## src/hw/rtl/crast_pkg.sv

```systemverilog
// ----------------------------------------------------------------------------
// crast_pkg
// Shared constants, types and the octant select table for the circle
// rasterizer.
// ----------------------------------------------------------------------------
package crast_pkg;

	// Default geometry
	localparam int COORD_BITS_DEF  = 12;
	localparam int RADIUS_BITS_DEF = 11;

	// Fixed result widths
	localparam int OUT_BITS    = 14;
	localparam int COLOUR_BITS = 32;

	// Group queue between front and back
	localparam int QUEUE_DEPTH = 4;

	// Input op codes
	localparam logic OP_START = 1'b0;

	// Config port: byte address width and register index
	localparam int   PADDR_BITS    = 3;
	localparam logic REG_FILL_MODE = 1'b0;

	// Result index within a group
	localparam int            K_BITS      = 3;
	localparam logic [K_BITS-1:0] K_FIRST     = 3'd0;
	localparam logic [K_BITS-1:0] K_LAST_LINE = 3'd7;
	localparam logic [K_BITS-1:0] K_LAST_FILL = 3'd6;
	localparam logic [K_BITS-1:0] K_STEP_LINE = 3'd1;
	localparam logic [K_BITS-1:0] K_STEP_FILL = 3'd2;

	// Operand selection for one result of a group
	typedef struct packed {
		logic x_use_b;   // column offset is b instead of a
		logic x_neg;     // column offset is subtracted
		logic row_use_a; // row offset is a instead of b
		logic row_neg;   // row offset is subtracted
	} oct_sel_t;

	// Octant order: (+a,+b) (-a,+b) (+b,+a) (-b,+a) (-b,-a) (+b,-a) (+a,-b) (-a,-b).
	// Fill mode walks the even entries and mirrors the span end.
	function automatic oct_sel_t crast_sel(input logic [K_BITS-1:0] k);
		oct_sel_t s;
		case (k)
			3'd0: s = '{x_use_b: 1'b0, x_neg: 1'b0, row_use_a: 1'b0, row_neg: 1'b0};
			3'd1: s = '{x_use_b: 1'b0, x_neg: 1'b1, row_use_a: 1'b0, row_neg: 1'b0};
			3'd2: s = '{x_use_b: 1'b1, x_neg: 1'b0, row_use_a: 1'b1, row_neg: 1'b0};
			3'd3: s = '{x_use_b: 1'b1, x_neg: 1'b1, row_use_a: 1'b1, row_neg: 1'b0};
			3'd4: s = '{x_use_b: 1'b1, x_neg: 1'b1, row_use_a: 1'b1, row_neg: 1'b1};
			3'd5: s = '{x_use_b: 1'b1, x_neg: 1'b0, row_use_a: 1'b1, row_neg: 1'b1};
			3'd6: s = '{x_use_b: 1'b0, x_neg: 1'b0, row_use_a: 1'b0, row_neg: 1'b1};
			3'd7: s = '{x_use_b: 1'b0, x_neg: 1'b1, row_use_a: 1'b0, row_neg: 1'b1};
			default: s = '0;
		endcase
		return s;
	endfunction

endpackage

```

## src/hw/rtl/crast_queue.sv

```systemverilog
// ----------------------------------------------------------------------------
// crast_queue
// Small register FIFO holding pending octant groups between front and back.
// ----------------------------------------------------------------------------
module crast_queue import crast_pkg::*; #(
	parameter int WIDTH = 8,
	parameter int DEPTH = QUEUE_DEPTH
) (
	input  logic             clk,
	input  logic             arst_n,
	input  logic             push,
	input  logic [WIDTH-1:0] push_data,
	output logic             full,
	input  logic             pop,
	output logic [WIDTH-1:0] head_data,
	output logic             empty
);

	localparam int PTR_BITS = (DEPTH > 1) ? $clog2(DEPTH) : 1;
	localparam int CNT_BITS = $clog2(DEPTH + 1);
	localparam logic [PTR_BITS-1:0] PTR_LAST = PTR_BITS'(DEPTH - 1);
	localparam logic [CNT_BITS-1:0] CNT_FULL = CNT_BITS'(DEPTH);
	localparam logic [CNT_BITS-1:0] CNT_ONE  = CNT_BITS'(1);

	logic [WIDTH-1:0]    mem_q [DEPTH];
	logic [PTR_BITS-1:0] wr_ptr_q;
	logic [PTR_BITS-1:0] rd_ptr_q;
	logic [CNT_BITS-1:0] count_q;

	assign full      = (count_q == CNT_FULL);
	assign empty     = (count_q == '0);
	assign head_data = mem_q[rd_ptr_q];

	// storage
	always_ff @(posedge clk) begin
		if (push) begin
			mem_q[wr_ptr_q] <= push_data;
		end
	end

	// pointers and fill count
	always_ff @(posedge clk or negedge arst_n) begin
		if (!arst_n) begin
			wr_ptr_q <= '0;
			rd_ptr_q <= '0;
			count_q  <= '0;
		end else begin
			if (push) begin
				wr_ptr_q <= (wr_ptr_q == PTR_LAST) ? '0 : wr_ptr_q + 1'b1;
			end
			if (pop) begin
				rd_ptr_q <= (rd_ptr_q == PTR_LAST) ? '0 : rd_ptr_q + 1'b1;
			end
			if (push && !pop) begin
				count_q <= count_q + CNT_ONE;
			end else if (pop && !push) begin
				count_q <= count_q - CNT_ONE;
			end
		end
	end

endmodule

```

## src/hw/rtl/crast_front.sv

```systemverilog
// ----------------------------------------------------------------------------
// crast_front
// Accepts start/step items, holds the midpoint state, and queues one octant
// group (centre, point, colour, mode, done flag) per drawing item.
// ----------------------------------------------------------------------------
module crast_front import crast_pkg::*; #(
	parameter int COORD_BITS  = COORD_BITS_DEF,
	parameter int RADIUS_BITS = RADIUS_BITS_DEF,
	parameter int DESC_BITS   = 2 * COORD_BITS + 2 * (RADIUS_BITS + 2) + COLOUR_BITS + 2
) (
	input  logic                   clk,
	input  logic                   arst_n,
	input  logic                   item_valid,
	output logic                   item_ready,
	input  logic                   op,
	input  logic [COORD_BITS-1:0]  centre_x,
	input  logic [COORD_BITS-1:0]  centre_y,
	input  logic [RADIUS_BITS-1:0] radius,
	input  logic [COLOUR_BITS-1:0] colour,
	input  logic                   fill_mode,
	input  logic                   q_full,
	output logic                   q_push,
	output logic [DESC_BITS-1:0]   q_data
);

	localparam int A_BITS = RADIUS_BITS + 2;
	localparam int S_BITS = RADIUS_BITS + 2;
	localparam int E_BITS = RADIUS_BITS + 3;
	localparam logic signed [A_BITS-1:0] A_ONE  = A_BITS'(1);
	localparam logic        [S_BITS-1:0] S_ONE  = S_BITS'(1);
	localparam logic        [S_BITS-1:0] S_TWO  = S_BITS'(2);
	localparam logic signed [E_BITS-1:0] E_ONE  = E_BITS'(1);
	localparam logic signed [E_BITS-1:0] E_ZERO = '0;

	// circle state
	logic                     active_q;
	logic [COORD_BITS-1:0]    cx_q, cy_q;
	logic [RADIUS_BITS-1:0]   r_q;
	logic [COLOUR_BITS-1:0]   colour_q;
	logic signed [A_BITS-1:0] a_q, b_q;
	logic [S_BITS-1:0]        sm_q, sn_q;
	logic signed [E_BITS-1:0] e_q;

	// state as seen by this item
	logic                     start, accept, cur_active;
	logic [COORD_BITS-1:0]    cur_cx, cur_cy;
	logic [RADIUS_BITS-1:0]   cur_r;
	logic [COLOUR_BITS-1:0]   cur_colour;
	logic signed [A_BITS-1:0] cur_a, cur_b;
	logic [S_BITS-1:0]        cur_sm, cur_sn;
	logic signed [E_BITS-1:0] cur_e, two_r;

	// advanced state
	logic signed [A_BITS-1:0] a_n, b_n;
	logic [S_BITS-1:0]        sm_n, sn_n, sm_inc;
	logic signed [E_BITS-1:0] e_n;
	logic                     done;

	assign item_ready = !q_full;
	assign accept     = item_valid && item_ready;
	assign start      = (op == OP_START);

	// a start item overrides the held state
	always_comb begin
		cur_cx     = start ? centre_x : cx_q;
		cur_cy     = start ? centre_y : cy_q;
		cur_r      = start ? radius   : r_q;
		cur_colour = start ? colour   : colour_q;
		cur_a      = start ? ($signed({2'b00, radius}) - A_ONE) : a_q;
		cur_b      = start ? '0 : b_q;
		cur_sm     = start ? S_ONE : sm_q;
		cur_sn     = start ? S_ONE : sn_q;
		cur_e      = start ? (E_ONE - $signed({2'b00, radius, 1'b0})) : e_q;
		cur_active = start ? (radius != '0) : active_q;
	end

	assign two_r  = $signed({2'b00, cur_r, 1'b0});
	assign sm_inc = cur_sm + S_TWO;

	// midpoint advance: one axis moves
	always_comb begin
		a_n  = cur_a;
		b_n  = cur_b;
		sm_n = cur_sm;
		sn_n = cur_sn;
		if (cur_e <= E_ZERO) begin
			b_n  = cur_b + A_ONE;
			e_n  = cur_e + $signed({1'b0, cur_sn});
			sn_n = cur_sn + S_TWO;
		end else begin
			a_n  = cur_a - A_ONE;
			sm_n = sm_inc;
			e_n  = cur_e + $signed({1'b0, sm_inc}) - two_r;
		end
	end

	assign done   = (a_n < b_n);
	assign q_push = accept && cur_active;
	assign q_data = {cur_cx, cur_cy, cur_a, cur_b, cur_colour, fill_mode, done};

	// state update
	always_ff @(posedge clk or negedge arst_n) begin
		if (!arst_n) begin
			active_q <= 1'b0;
			cx_q     <= '0;
			cy_q     <= '0;
			r_q      <= '0;
			colour_q <= '0;
			a_q      <= '0;
			b_q      <= '0;
			sm_q     <= S_ONE;
			sn_q     <= S_ONE;
			e_q      <= '0;
		end else if (accept) begin
			if (start) begin
				cx_q     <= centre_x;
				cy_q     <= centre_y;
				r_q      <= radius;
				colour_q <= colour;
			end
			if (cur_active) begin
				active_q <= !done;
				a_q      <= a_n;
				b_q      <= b_n;
				sm_q     <= sm_n;
				sn_q     <= sn_n;
				e_q      <= e_n;
			end else begin
				active_q <= 1'b0;
				a_q      <= cur_a;
				b_q      <= cur_b;
				sm_q     <= cur_sm;
				sn_q     <= cur_sn;
				e_q      <= cur_e;
			end
		end
	end

endmodule

```

## src/hw/rtl/crast_back.sv

```systemverilog
// ----------------------------------------------------------------------------
// crast_back
// Expands the queued group at the head into eight pixels or four spans, one
// result per cycle while the output is not stalled, into a registered output stage.
// ----------------------------------------------------------------------------
module crast_back import crast_pkg::*; #(
	parameter int COORD_BITS  = COORD_BITS_DEF,
	parameter int RADIUS_BITS = RADIUS_BITS_DEF,
	parameter int DESC_BITS   = 2 * COORD_BITS + 2 * (RADIUS_BITS + 2) + COLOUR_BITS + 2
) (
	input  logic                       clk,
	input  logic                       arst_n,
	input  logic                       q_empty,
	input  logic [DESC_BITS-1:0]       q_data,
	output logic                       q_pop,
	output logic                       pix_valid,
	input  logic                       pix_ready,
	output logic signed [OUT_BITS-1:0] x_start,
	output logic signed [OUT_BITS-1:0] x_end,
	output logic signed [OUT_BITS-1:0] row,
	output logic [COLOUR_BITS-1:0]     pixel_colour,
	output logic                       group_last,
	output logic                       circle_done
);

	localparam int A_BITS   = RADIUS_BITS + 2;
	localparam int W0       = (COORD_BITS + 1 > A_BITS) ? COORD_BITS + 1 : A_BITS;
	localparam int CALC_BITS = ((W0 > OUT_BITS) ? W0 : OUT_BITS) + 1;

	// group fields
	logic [COORD_BITS-1:0]    d_cx, d_cy;
	logic signed [A_BITS-1:0] d_a, d_b;
	logic [COLOUR_BITS-1:0]   d_colour;
	logic                     d_fill, d_done;

	logic [K_BITS-1:0]           k_q;
	logic                        last, adv;
	oct_sel_t                    sel;
	logic signed [CALC_BITS-1:0] cx_c, cy_c, a_c, b_c, x_off, row_off;
	logic signed [CALC_BITS-1:0] x_plus, x_minus, xs_c, xe_c, row_c;

	assign {d_cx, d_cy, d_a, d_b, d_colour, d_fill, d_done} = q_data;

	// operand select and coordinate adders
	assign sel     = crast_sel(k_q);
	assign cx_c    = $signed(CALC_BITS'(d_cx));
	assign cy_c    = $signed(CALC_BITS'(d_cy));
	assign a_c     = CALC_BITS'(d_a);
	assign b_c     = CALC_BITS'(d_b);
	assign x_off   = sel.x_use_b ? b_c : a_c;
	assign row_off = sel.row_use_a ? a_c : b_c;
	assign x_plus  = cx_c + x_off;
	assign x_minus = cx_c - x_off;
	assign xs_c    = sel.x_neg ? x_minus : x_plus;
	assign xe_c    = (sel.x_neg ^ d_fill) ? x_minus : x_plus;
	assign row_c   = sel.row_neg ? (cy_c - row_off) : (cy_c + row_off);

	assign last  = d_fill ? (k_q == K_LAST_FILL) : (k_q == K_LAST_LINE);
	assign adv   = !q_empty && (!pix_valid || pix_ready);
	assign q_pop = adv && last;

	// result index and output valid
	always_ff @(posedge clk or negedge arst_n) begin
		if (!arst_n) begin
			k_q       <= K_FIRST;
			pix_valid <= 1'b0;
		end else begin
			if (adv) begin
				k_q <= last ? K_FIRST : (k_q + (d_fill ? K_STEP_FILL : K_STEP_LINE));
			end
			if (adv) begin
				pix_valid <= 1'b1;
			end else if (pix_ready) begin
				pix_valid <= 1'b0;
			end
		end
	end

	// output payload
	always_ff @(posedge clk) begin
		if (adv) begin
			x_start      <= xs_c[OUT_BITS-1:0];
			x_end        <= xe_c[OUT_BITS-1:0];
			row          <= row_c[OUT_BITS-1:0];
			pixel_colour <= d_colour;
			group_last   <= last;
			circle_done  <= d_done;
		end
	end

endmodule

```

## src/hw/rtl/circle_rasterizer_top.sv

```systemverilog
// ----------------------------------------------------------------------------
// circle_rasterizer_top
// Midpoint circle rasterizer with an APB fill-mode register.
// ----------------------------------------------------------------------------
// A start item (op 0) loads centre, radius and colour and draws the first
// octant group; each step item (op 1) draws the next group until the group
// flagged circle_done. Outline mode gives eight pixels per group, fill mode
// four horizontal spans. The front accepts one item per cycle while the
// four-entry group queue has room; the back emits one result per cycle
// while the output is not stalled. A zero-radius start or an idle step
// gives no output. The first result of an item passes through the group
// queue and then the registered output stage. Coordinates wrap to 14 bits;
// no clipping is done.
module circle_rasterizer_top import crast_pkg::*; #(
	parameter int COORD_BITS  = COORD_BITS_DEF,
	parameter int RADIUS_BITS = RADIUS_BITS_DEF
) (
	input  logic                       clk,
	input  logic                       arst_n,
	// config port
	input  logic                       psel,
	input  logic                       penable,
	input  logic                       pwrite,
	input  logic [PADDR_BITS-1:0]      paddr,
	input  logic [31:0]                pwdata,
	output logic [31:0]                prdata,
	output logic                       pready,
	// item channel
	input  logic                       item_valid,
	output logic                       item_ready,
	input  logic                       op,
	input  logic [COORD_BITS-1:0]      centre_x,
	input  logic [COORD_BITS-1:0]      centre_y,
	input  logic [RADIUS_BITS-1:0]     radius,
	input  logic [COLOUR_BITS-1:0]     colour,
	// result channel
	output logic                       pix_valid,
	input  logic                       pix_ready,
	output logic signed [OUT_BITS-1:0] x_start,
	output logic signed [OUT_BITS-1:0] x_end,
	output logic signed [OUT_BITS-1:0] row,
	output logic [COLOUR_BITS-1:0]     pixel_colour,
	output logic                       group_last,
	output logic                       circle_done
);

	localparam int DESC_BITS = 2 * COORD_BITS + 2 * (RADIUS_BITS + 2) + COLOUR_BITS + 2;

	logic                 fill_mode_q;
	logic                 reg_hit;
	logic                 q_push, q_pop, q_full, q_empty;
	logic [DESC_BITS-1:0] q_wdata, q_rdata;

	// config register
	assign pready  = 1'b1;
	assign reg_hit = (paddr[PADDR_BITS-1:2] == REG_FILL_MODE);
	assign prdata  = reg_hit ? {31'b0, fill_mode_q} : '0;

	always_ff @(posedge clk or negedge arst_n) begin
		if (!arst_n) begin
			fill_mode_q <= 1'b0;
		end else if (psel && penable && pwrite && pready && reg_hit) begin
			fill_mode_q <= pwdata[0];
		end
	end

	crast_front #(
		.COORD_BITS (COORD_BITS),
		.RADIUS_BITS(RADIUS_BITS),
		.DESC_BITS  (DESC_BITS)
	) u_front (
		.clk       (clk),
		.arst_n    (arst_n),
		.item_valid(item_valid),
		.item_ready(item_ready),
		.op        (op),
		.centre_x  (centre_x),
		.centre_y  (centre_y),
		.radius    (radius),
		.colour    (colour),
		.fill_mode (fill_mode_q),
		.q_full    (q_full),
		.q_push    (q_push),
		.q_data    (q_wdata)
	);

	crast_queue #(
		.WIDTH(DESC_BITS),
		.DEPTH(QUEUE_DEPTH)
	) u_queue (
		.clk      (clk),
		.arst_n   (arst_n),
		.push     (q_push),
		.push_data(q_wdata),
		.full     (q_full),
		.pop      (q_pop),
		.head_data(q_rdata),
		.empty    (q_empty)
	);

	crast_back #(
		.COORD_BITS (COORD_BITS),
		.RADIUS_BITS(RADIUS_BITS),
		.DESC_BITS  (DESC_BITS)
	) u_back (
		.clk         (clk),
		.arst_n      (arst_n),
		.q_empty     (q_empty),
		.q_data      (q_rdata),
		.q_pop       (q_pop),
		.pix_valid   (pix_valid),
		.pix_ready   (pix_ready),
		.x_start     (x_start),
		.x_end       (x_end),
		.row         (row),
		.pixel_colour(pixel_colour),
		.group_last  (group_last),
		.circle_done (circle_done)
	);

endmodule

```

## config.mk

```make
export PLATFORM = sky130hd
export DESIGN_NAME = circle_rasterizer_top
export DESIGN_NICKNAME = d
export VERILOG_FILES = /design/src/hw/rtl/crast_pkg.sv /design/src/hw/rtl/crast_queue.sv /design/src/hw/rtl/crast_front.sv /design/src/hw/rtl/crast_back.sv /design/src/hw/rtl/circle_rasterizer_top.sv
export SDC_FILE = /design/constraint.sdc
export NUM_CORES = 1
export LEC_CHECK = 0
export ABC_AREA = 1
export BUFFER_PORTS_ARGS = -buffer_cell sky130_fd_sc_hd__buf_2
export CELL_PAD_IN_SITES_DETAIL_PLACEMENT = 1
export CELL_PAD_IN_SITES_GLOBAL_PLACEMENT = 2
export CORE_ASPECT_RATIO = 1.1
export CORE_UTILIZATION = 42
export DETAILED_ROUTE_END_ITERATION = 16
export PLACE_DENSITY = 0.93
export SLEW_MARGIN = 15
export SYNTH_ARGS = -nofsm -noshare
export SYNTH_HDL_FRONTEND = slang
export SYNTH_SLANG_ARGS = --single-unit
```

## constraint.sdc

```tcl
create_clock -name clk -period 17.75 [get_ports clk]
set_clock_uncertainty 0.15 [all_clocks]
set_input_delay 4.4375 -clock clk [delete_from_list [all_inputs] [get_ports clk]]
set_output_delay 4.4375 -clock clk [all_outputs]
set_load 0.005 [all_outputs]
```

Word-level counts from Yosys, hierarchy flattened:

Memories as Yosys holds them, arrays and structs flattened.
Index checks and enable logic that the tools add are counted.

* $add $sub $neg: 18
* order comparisons: 2
* eq/ne operators: 5
* muxes and demuxes: 38
* bitwise logic cells: 2
* reductions and logical operators: 20

Operators by type and width (number)
* two-way mux 13 bit: 12
* two-way mux 14 bit: 8
* adder 13 x 2 -> 13 bit, second input constant: 3
* two-way mux 32 bit: 1
* adder 13 x 14 -> 14 bit: 2
* adder 14 bit: 2
* subtractor 13 x 14 -> 14 bit: 2
* two-way mux 12 bit: 2
* <= comparator 14 x 1 -> 1 bit, second input constant: 1
* subtractor 14 x 13 -> 14 bit: 1
* less-than comparator 13 bit: 1
* subtractor 1 x 12 -> 13 bit, first input constant: 1
* subtractor 13 x 2 -> 13 bit, second input constant: 1
* subtractor 11 x 1 -> 12 bit, second input constant: 1
* two-way mux 11 bit: 1
* nonzero test 11 bit: 1
* equality test 3 bit, second input constant: 3
* logical AND 1 bit: 9
* two-way mux 3 bit: 3
* two-way mux 1 bit: 8
* zero test 1 bit: 6
* two-way mux 2 bit: 3
* adder 2 x 1 -> 2 bit, second input constant: 2
* equality test 2 bit, second input constant: 2
* 8 further kinds: 9

* register bits: 222
* bits in writable memories: 336
* memory bits (read-only): 32
* input bits: 110
* memories: 2

Memories
* u_queue.mem_q: depth 4, width 84, read ports 1, clocked after memory_dff 0, wr ports 1, line crast_queue.sv:25 `logic [WIDTH-1:0] mem_q [DEPTH];`
* (no name shown): depth 8, width 4, read ports 1, clocked after memory_dff 0, wr ports 0, line crast_pkg.sv:46 `case (k)`

Longest topological paths before layout:

Gate-level depths: netlist (run 1).

* word-level depth: 8
* gate-level depth with buffers: 27
* mapped depth without buffers: 26

Cells and area by module:

Synthesis (run 1) repeated with hierarchy kept, for this count alone.

* cells, all modules: 3043
* area total of the unflattened synthesis: 29356.9 um^2

Modules (own cells, without submodules)
* crast_queue: times used 1, cells an instance 1032, area each 13824.5 um^2
* crast_front: times used 1, cells an instance 1351, area each 9786.9 um^2
* crast_back: times used 1, cells an instance 615, area each 5431.5 um^2
* circle_rasterizer_top: times used 1, cells an instance 45, area each 314.1 um^2

Least setup slack after synthesis (run 1):

OpenSTA, ideal clock, no wires.

* path kind: input -> register
* start: in pix_ready
* end: reg u_queue.count_q[1]
* setup time: 0.123 ns
* arrival: 9.671 ns
* data required time: 17.477 ns
* setup slack: 7.806 ns
* stages: 8
* path buffers: 0
* cell sequence: nor2_1 -> a31oi_1 -> nand2_1 -> ha_1 -> inv_1 -> fa_1 -> nor2_1 -> a21oi_1

* longest elaborated chain between the ends: 6
* elaborated cells between the ends (all ways): 8

RTL lines
* start, declared: line circle_rasterizer_top.sv:38 `input logic pix_ready,`
* logical OR 1 bit *: line crast_back.sv:59 `assign adv = !q_empty && (!pix_valid || pix_ready);`
* logical AND 1 bit *: line crast_back.sv:59
* net u_back.adv: line crast_back.sv:37 `logic last, adv;`
* logical AND 1 bit *: line crast_back.sv:60 `assign q_pop = adv && last;`
* zero test 1 bit: line crast_queue.sv:54 `if (push && !pop) begin`
* logical AND 1 bit: line crast_queue.sv:54
* two-way mux 3 bit / nonzero test 2 bit (equally long branches)
* end signal, assigned: line crast_queue.sv:55 `count_q <= count_q + CNT_ONE;`
* end signal, assigned: line crast_queue.sv:57 `count_q <= count_q - CNT_ONE;`
* end, declared: line crast_queue.sv:28 `logic [CNT_BITS-1:0] count_q;`

The timed path passes the listed nets; every way through them passes the cells marked *.
A chain may end at the register's enable or synchronous reset.

Worst setup path in the final report (run 1):

* start: in paddr[2]
* end: out prdata[0]

* longest elaborated chain between the ends: 1

RTL lines
* start, declared: line circle_rasterizer_top.sv:24 `input logic [PADDR_BITS-1:0] paddr,`
* two-way mux 1 bit: line circle_rasterizer_top.sv:57 `assign prdata = reg_hit ? {31'b0, fill_mode_q} : '0;`
* end, declared: line circle_rasterizer_top.sv:26 `output logic [31:0] prdata,`

Every way passes these cells.

==> results of run 1 <==
power by group:
| part | total (W) | leakage [nW] | switching, W | internal (W) |
|---|---|---|---|---|
| combinational | 0.00323 | 6.57 | 0.00220 | 0.00103 |
| sequential | 0.00209 | 5.67 | 0.000144 | 0.00195 |
| clock | 0.00128 | 0.976 | 0.000538 | 0.000738 |
| total | 0.00660 | 13.2 | 0.00288 | 0.00372 |
cell families (layout without fill, tap and decap cells):
group / Yosys count / in the layout / share of synthesized area, %
and+or+nand+nor: 1012 / 1012 / 14.92
AOI/OAI and AO/OA: 617 / 617 / 11.97
DFF: 557 / 557 / 57.28
buffers and inverters: 475 / 603 / 7.033
xor gates and xnor gates: 109 / 109 / 3.445
adders and majority gates: 107 / 107 / 5.250
other: 2 / 34 / 0.02689
muxes: 2 / 2 / 0.07168
cell usage in the layout (no fill, tap or decap), types with 12 or more instances in the layout:
master     Yosys  final
xnor2_1       32     32
fa_1          17     17
o21ai_0      383    382
buf_2         21    154
nor2_1       207    203
nor3_1        17     17
nand3_1      110    110
nand2_1      627    626
clkbuf_16      0     58
o22ai_1       59     59
edfxtp_1     411    411
a21oi_1      103    103
ha_1          90     90
o21ai_1       12     12
conb_1         2     32
inv_1        304    302
buf_4         37     27
nand4_1       12     12
dfrtp_1      144    142
xor2_1        76     76
final cells by class:
cell class / count / area, um^2
multi-input cells: 1879 / 10130
fillers: 7341 / 33960
diodes: 2 / 5.005
well taps: 850 / 1064
repair buffers: 182 / 984.7
flip-flops and latches: 557 / 16000
inverters: 312 / 1179
clock inverters: 34 / 456.7
clock buffers: 75 / 1575
flip-flops by register name, summed over array words and instances, names as in the netlist, 2 cells and up:
signal and count:
u_front.cy_q 12, u_back.row 14, u_front.e_q 14, u_front.sm_q 13, u_front.r_q 11, u_front.b_q 13
u_front.cx_q 12, u_back.pixel_colour 32, u_queue.count_q 3, u_queue.wr_ptr_q 2, u_back.x_start 13, u_back.k_q 3
u_queue.mem_q 336, u_back.x_end 14, u_front.colour_q 32, u_front.a_q 13, u_front.sn_q 13, u_queue.rd_ptr_q 2
per-layer routing:
metal,track usage (%),up-vias,part of all wire [%]
met2,44.81,443,52
met1,29.23,10563,41
met3,2.591,123,3.7
met5,0,-,0
li1,-,9888,-
met4,7.685,0,2.9
tightest hold or removal path: cells and delay by family (launching register included):
kind | cells | cell delay [ps]
flops | 1 | 360
buf+inv | 1 | 60
simple gates | 1 | 50
per-stage QoR:
step / utilization (%) / total power (W) / hold WS, ps
after floorplan: - / 0.004303 / 293.5
after global placement: 44.92 / 0.005132 / 307.1
after detailed placement: 44.92 / 0.005339 / 311.0
after CTS: 48.03 / 0.006647 / 322.4
after global routing: 48.04 / 0.007098 / 348.1
final: 48.04 / 0.006599 / 316.8
how the worst max path moves through the flow:
stage	cells after the start	slack (ps)	from	endpoint
after floorplan	8	7810	pix_ready	u_queue.count_q[1]
after global placement	23	7990	op	u_queue.mem_q[0][0]
after detailed placement	25	7820	op	u_queue.mem_q[1][0]
after CTS	3	8420	paddr[2]	prdata[0]
after global routing	25	8000	op	u_queue.mem_q[2][0]
final	3	8430	paddr[2]	prdata[0]
==> flow_summary.yaml, run 1 <==
outcome:
  status: "finished clean"
grt:
  grt_pass1_wl_um: 127100
  antenna_found_initial: 2
  grt-ovfl-total: 0
  grt_max_degree: 92
  grt_use_total_pct: 24.28
  grt_pass1_vias: 22777
hold_path:
  hold_path_class: "reg -> reg"
  whs_path_depth: 2
  hold_end: "u_front.sm_q[0]"
  hold_start: "u_front.sm_q[0]"
worst_setup_path:
  path_class: "in -> out"
  critPathLaunchType: "input pin"
  r2r-end: "u_back.row[12]"
  reg2reg_depth: 18
  setup.worst_path.end_class: "primary output"
  crit_fanout: 2
  crit_required_ps: 13160
  worstPathArrival_ps: 4730
  rrSetupSlack_ps: 11940
  cpMostUsedCell: "buf_2"
  crit_chain: "buf_2 -> nor2_1 -> buf_2"
  max_stage_delay_ps: 110
  cp_top_family: "buffers and inverters"
  cp_slowest_cell: "buf_2"
  worstReg2RegStart: "u_queue.rd_ptr_q[0]"
  cp_num_buf_inv: 2
logic_synthesis:
  netlist_top_cells_area: "edfxtp_1 44%, dfrtp_1 13%, nand2_1 8.4%"
  yosysMostFrequentCell: "nand2_1"
  ys_warn_count: 0
  ys.flop_type: "edfxtp_1"
  ys_ff_latch: 557
  async_flop_share_pct: 26.21
  synth_top_area_cell: "edfxtp_1"
  synth_edf_count: 411
  synth_commonest_cells: "627 x nand2_1, 411 x edfxtp_1, 383 x o21ai_0"
  ys_seq_area_share_pct: 57.28
  synth_area_mm2: 0.02793
  synth_top_area_share_pct: 44.19
  synthCells: 2881
  post_synth.cell_area_avg_um2: 9.694
  synth.distinct_cells: 65
floorplan:
  die_h_um: 272.5
  die_area_mm2: 0.06753
  rows: 98
  core_area_mm2: 0.06536
  initial_utilization_pct: 42.73
  die_w_um: 247.9
  ios: 221
timing:
  period_share_pct: 52.52
  worst_slack_ps: 8428
  rsz0062_at_grt: "no"
  hold_violations: 0
  worstMarginPinSlew_ps: 1133
  period_minus_slack_ps: 9322
  fmax_mhz: 107.3
  tns_ps: 0
  slew_violations: 0
  max_slew_margin_pct: 24.38
  setup_viol: 0
power_and_ir_drop:
  worst_ir_drop_vdd_mv: 0.1105
  power_density_mw_per_mm2: 210.2
  leakage_nw: 13.21
placed_design:
  dp_slack_ps: 7820
  dp.cells: 3780
  placed_area_mm2: 0.02936
  globalplace.congestion: 0.8657
  dp_hpwl_um: 54370
  io_buffers: 155
flow_run:
  maxCapViolCount: 0
route:
  vias: 21017
  drc_errors: 0
  firstDrtPassIters: 5
  viasPerCell: 5.401
  routed_wirelength_um: 81310
  drtIter0Drc: 1001
  wl_per_cell_um: 20.90
  drtAntennaViolNets: 0
finish:
  nets: 3207
  stdcell_area_mm2: 0.03140
  drive_above_1_share_pct: 10.73
  area_growth_pct: 12.42
  layout.cells.non_filler: 3891
clock_tree:
  cts_buffer_depth: 3
  ctsRootBufferMaster: "clkbuf_16"
  clk_latency_ps: 650
  path_clk_slew_ps: 60
  cts-resized-gates: 0
  clock-sinks: 557
  cts_buffers: 58
  htree_levels: 2
  holdBufCountCts: 0
  postCtsSetupRepairBufs: 0
  cts_tree: "yes"
(Power assumes the default switching activity.)
==> inputs of run 2 (changes only) <==
--- a/config.mk
+++ b/config.mk
@@ -10,9 +10,9 @@
 export CELL_PAD_IN_SITES_DETAIL_PLACEMENT = 1
 export CELL_PAD_IN_SITES_GLOBAL_PLACEMENT = 2
 export CORE_ASPECT_RATIO = 1.1
-export CORE_UTILIZATION = 42
+export CORE_UTILIZATION = 35
 export DETAILED_ROUTE_END_ITERATION = 16
-export PLACE_DENSITY = 0.93
+export PLACE_DENSITY = 0.83
 export SLEW_MARGIN = 15
 export SYNTH_ARGS = -nofsm -noshare
 export SYNTH_HDL_FRONTEND = slang
==> constraint.sdc (replaced) <==
create_clock -name clk -period 8.1 [get_ports clk]
set_clock_uncertainty 0.15 [all_clocks]
set_input_delay 2.025 -clock clk [delete_from_list [all_inputs] [get_ports clk]]
set_output_delay 2.025 -clock clk [all_outputs]
set_load 0.005 [all_outputs]
==> flow_summary.yaml, run 2 (synthesized netlist as in run 1, its figures left out) <==
power_and_ir_drop:
  intPower_w: 0.008305
  seqPwrFrac_pct: 31.3
  sw_frac_of_total_pct: 43.31
  leakage_nw: 13.34
  power_density_mw_per_mm2: 459.0
  power.total_w: 0.01465
  p_switching_w: 0.006346
  p_clk_share_pct: 20.7
  pwr-share-comb_pct: 48.0
  worst_ir_drop_vdd_mv: 0.2580
clock_tree:
  clock-sinks: 557
  ctsRootBufferMaster: "clkbuf_16"
  cts_buffer_depth: 3
  path_clk_slew_ps: 70
  holdBufCountCts: 0
  cts_tree: "yes"
  clk_latency_ps: 640
  cts-resized-gates: 0
  htree_levels: 3
  postCtsSetupRepairBufs: 0
  cts_buffers: 66
route:
  drtIter0Drc: 1160
  wl_per_cell_um: 19.68
  vias: 20777
  drc_errors: 0
  viasPerCell: 5.065
  drtAntennaViolNets: 0
  firstDrtPassIters: 5
  routed_wirelength_um: 80740
placed_design:
  io_buffers: 155
  dp_hpwl_um: 54270
  placed_area_mm2: 0.02966
  globalplace.congestion: 0.8646
  dp_slack_ps: 1314
finish:
  top_register: "u_queue.mem_q"
  area_growth_pct: 14.29
  drive_above_1_share_pct: 11.00
  n_fill_cell: 8974
  final_common_cell: "nand2_1"
  reg_top3: "u_queue.mem_q (336), u_back.pixel_colour (32), u_front.colour_q (32)"
  final_cell_mix: "626 x nand2_1, 411 x edfxtp_1, 382 x o21ai_0"
  largest_reg_flops: 336
  stdcell_area_mm2: 0.03192
  nets: 3218
worst_setup_path:
  worstPathArrival_ps: 6290
  crit_chain: "buf_2 -> inv_4 -> buf_4 -> o21ai_0 -> nand2_1 -> nand2_1 -> nor2_1 -> nand3_2 -> o21ai_4 -> buf_4 -> nand4_1 -> nor2_1 -> nand2_1 -> nand2_1 -> inv_1 -> ha_1 -> nand2_1 -> inv_1 -> nand3_1 -> a31oi_1 -> a2111oi_0 -> nand2_1 -> nand2_1 -> nand2_1"
  critPathLaunchType: "input pin"
  max_stage_delay_ps: 530
  cpMostUsedCell: "nand2_1"
  crit_required_ps: 8270
  crit_fanout: 47
  cp_slowest_cell: "o21ai_4"
  setup.worst_path.end_class: "flip-flop"
  path_class: "in -> reg"
hold_path:
  hold_path_class: "reg -> reg"
floorplan:
  die_w_um: 271.3
  rows: 108
  initial_utilization_pct: 35.39
  ios: 221
  die_h_um: 298.3
  die_area_mm2: 0.08093
  core_area_mm2: 0.07892
grt:
  grt_pass1_wl_um: 126600
  grt_use_total_pct: 20.09
  grt_pass1_vias: 22443
  grt_max_degree: 95
  grt-ovfl-total: 0
  antenna_found_initial: 4
outcome:
  status: "finished clean"
timing:
  slew_violations: 0
  worstMarginPinSlew_ps: 1071
  period_minus_slack_ps: 6125
  setup_viol: 0
  rsz0062_at_grt: "no"
  hold_violations: 0
  period_share_pct: 75.62
  max_slew_margin_pct: 28.41
  tns_ps: 0
  worst_slack_ps: 1975
  fmax_mhz: 163.3
flow_run:
  maxCapViolCount: 0
## run 2: cell types whose count changed in the layout (fill, tap and decap cells not counted), moves of 2 or more
cell       previous run  this run
bufinv_16             7         4
clkbuf_8              6         8
clkbuf_1             11        18
buf_12                0         3
clkinv_4              5         0
clkinv_16             3         5
clkbuf_16            58        66
## run 2: critical path, delay by kind of cell
kind                       cells  cell delay, ps
and+or+nand+nor               13            1460
AOI/OAI and AO/OA              4            1190
adders and majority gates      1             280
buffers and inverters          6            1300
## run 2: per-stage QoR
| stage | cells | util, % | hold slack, ps |
|---|---|---|---|
| after CTS | 4100 | 40.44 | 323.5 |
| after global routing | 4102 | 40.45 | 343.6 |
| after floorplan | 2911 | - | 293.5 |
| after global placement | 3978 | 37.59 | 309.0 |
| final | 4102 | 40.45 | 319.3 |
| after detailed placement | 3978 | 37.59 | 311.4 |
## run 2: path summary, 6_finish.rpt
path                                     start             endpoint  slack, ps  depth (start not counted)
max reg2reg                u_queue.rd_ptr_q[0]     u_back.x_end[13]       2350                         19
max                                         op  u_queue.mem_q[3][0]       1970                         24
min in group asynchronous               arst_n      u_front.sn_q[5]       1370                          1
min reg2reg                    u_front.sm_q[0]      u_front.sm_q[0]        320                          2
min                            u_front.sm_q[0]      u_front.sm_q[0]        320                          2
max in group asynchronous               arst_n       u_front.e_q[5]       4850                          2
## run 2: per-layer routing
metal	share of wire (%)	GRT usage, %	routed length, um	vias to the layer above
li1	-	-	-	9886
met1	41	23.37	33310	10406
met2	52	37.25	42300	339
met3	3.2	2.708	2595	146
met4	3.1	7.303	2530	0
met5	0	0	0	-
## run 2: layout make-up
cell class                      count  area (um^2)  share of cell area [%]
Multi-Input combinational cell   1879        10130                   31.74
Antenna cell                        2        5.005                 0.01568
Sequential cell                   557        16000                   50.13
Clock buffer                       92         1829                   5.731
Tap cell                         1045         1308                   4.096
Timing Repair Buffer              185         1045                   3.273
Inverter                          312         1179                   3.692
Clock inverter                     30        421.7                   1.321
## run 2: power by group through the flow
stage / Clock (W) / Sequential, W / Combinational (W)
4_1_cts: 0.00311 / 0.00460 / 0.00715
3_5_place_dp: 0 / 0.00465 / 0.00709
2_1_floorplan: 0 / 0.00457 / 0.00486
6_report: 0.00303 / 0.00459 / 0.00704
5_1_grt: 0.00320 / 0.00466 / 0.00796
3_3_place_gp: 0 / 0.00460 / 0.00684
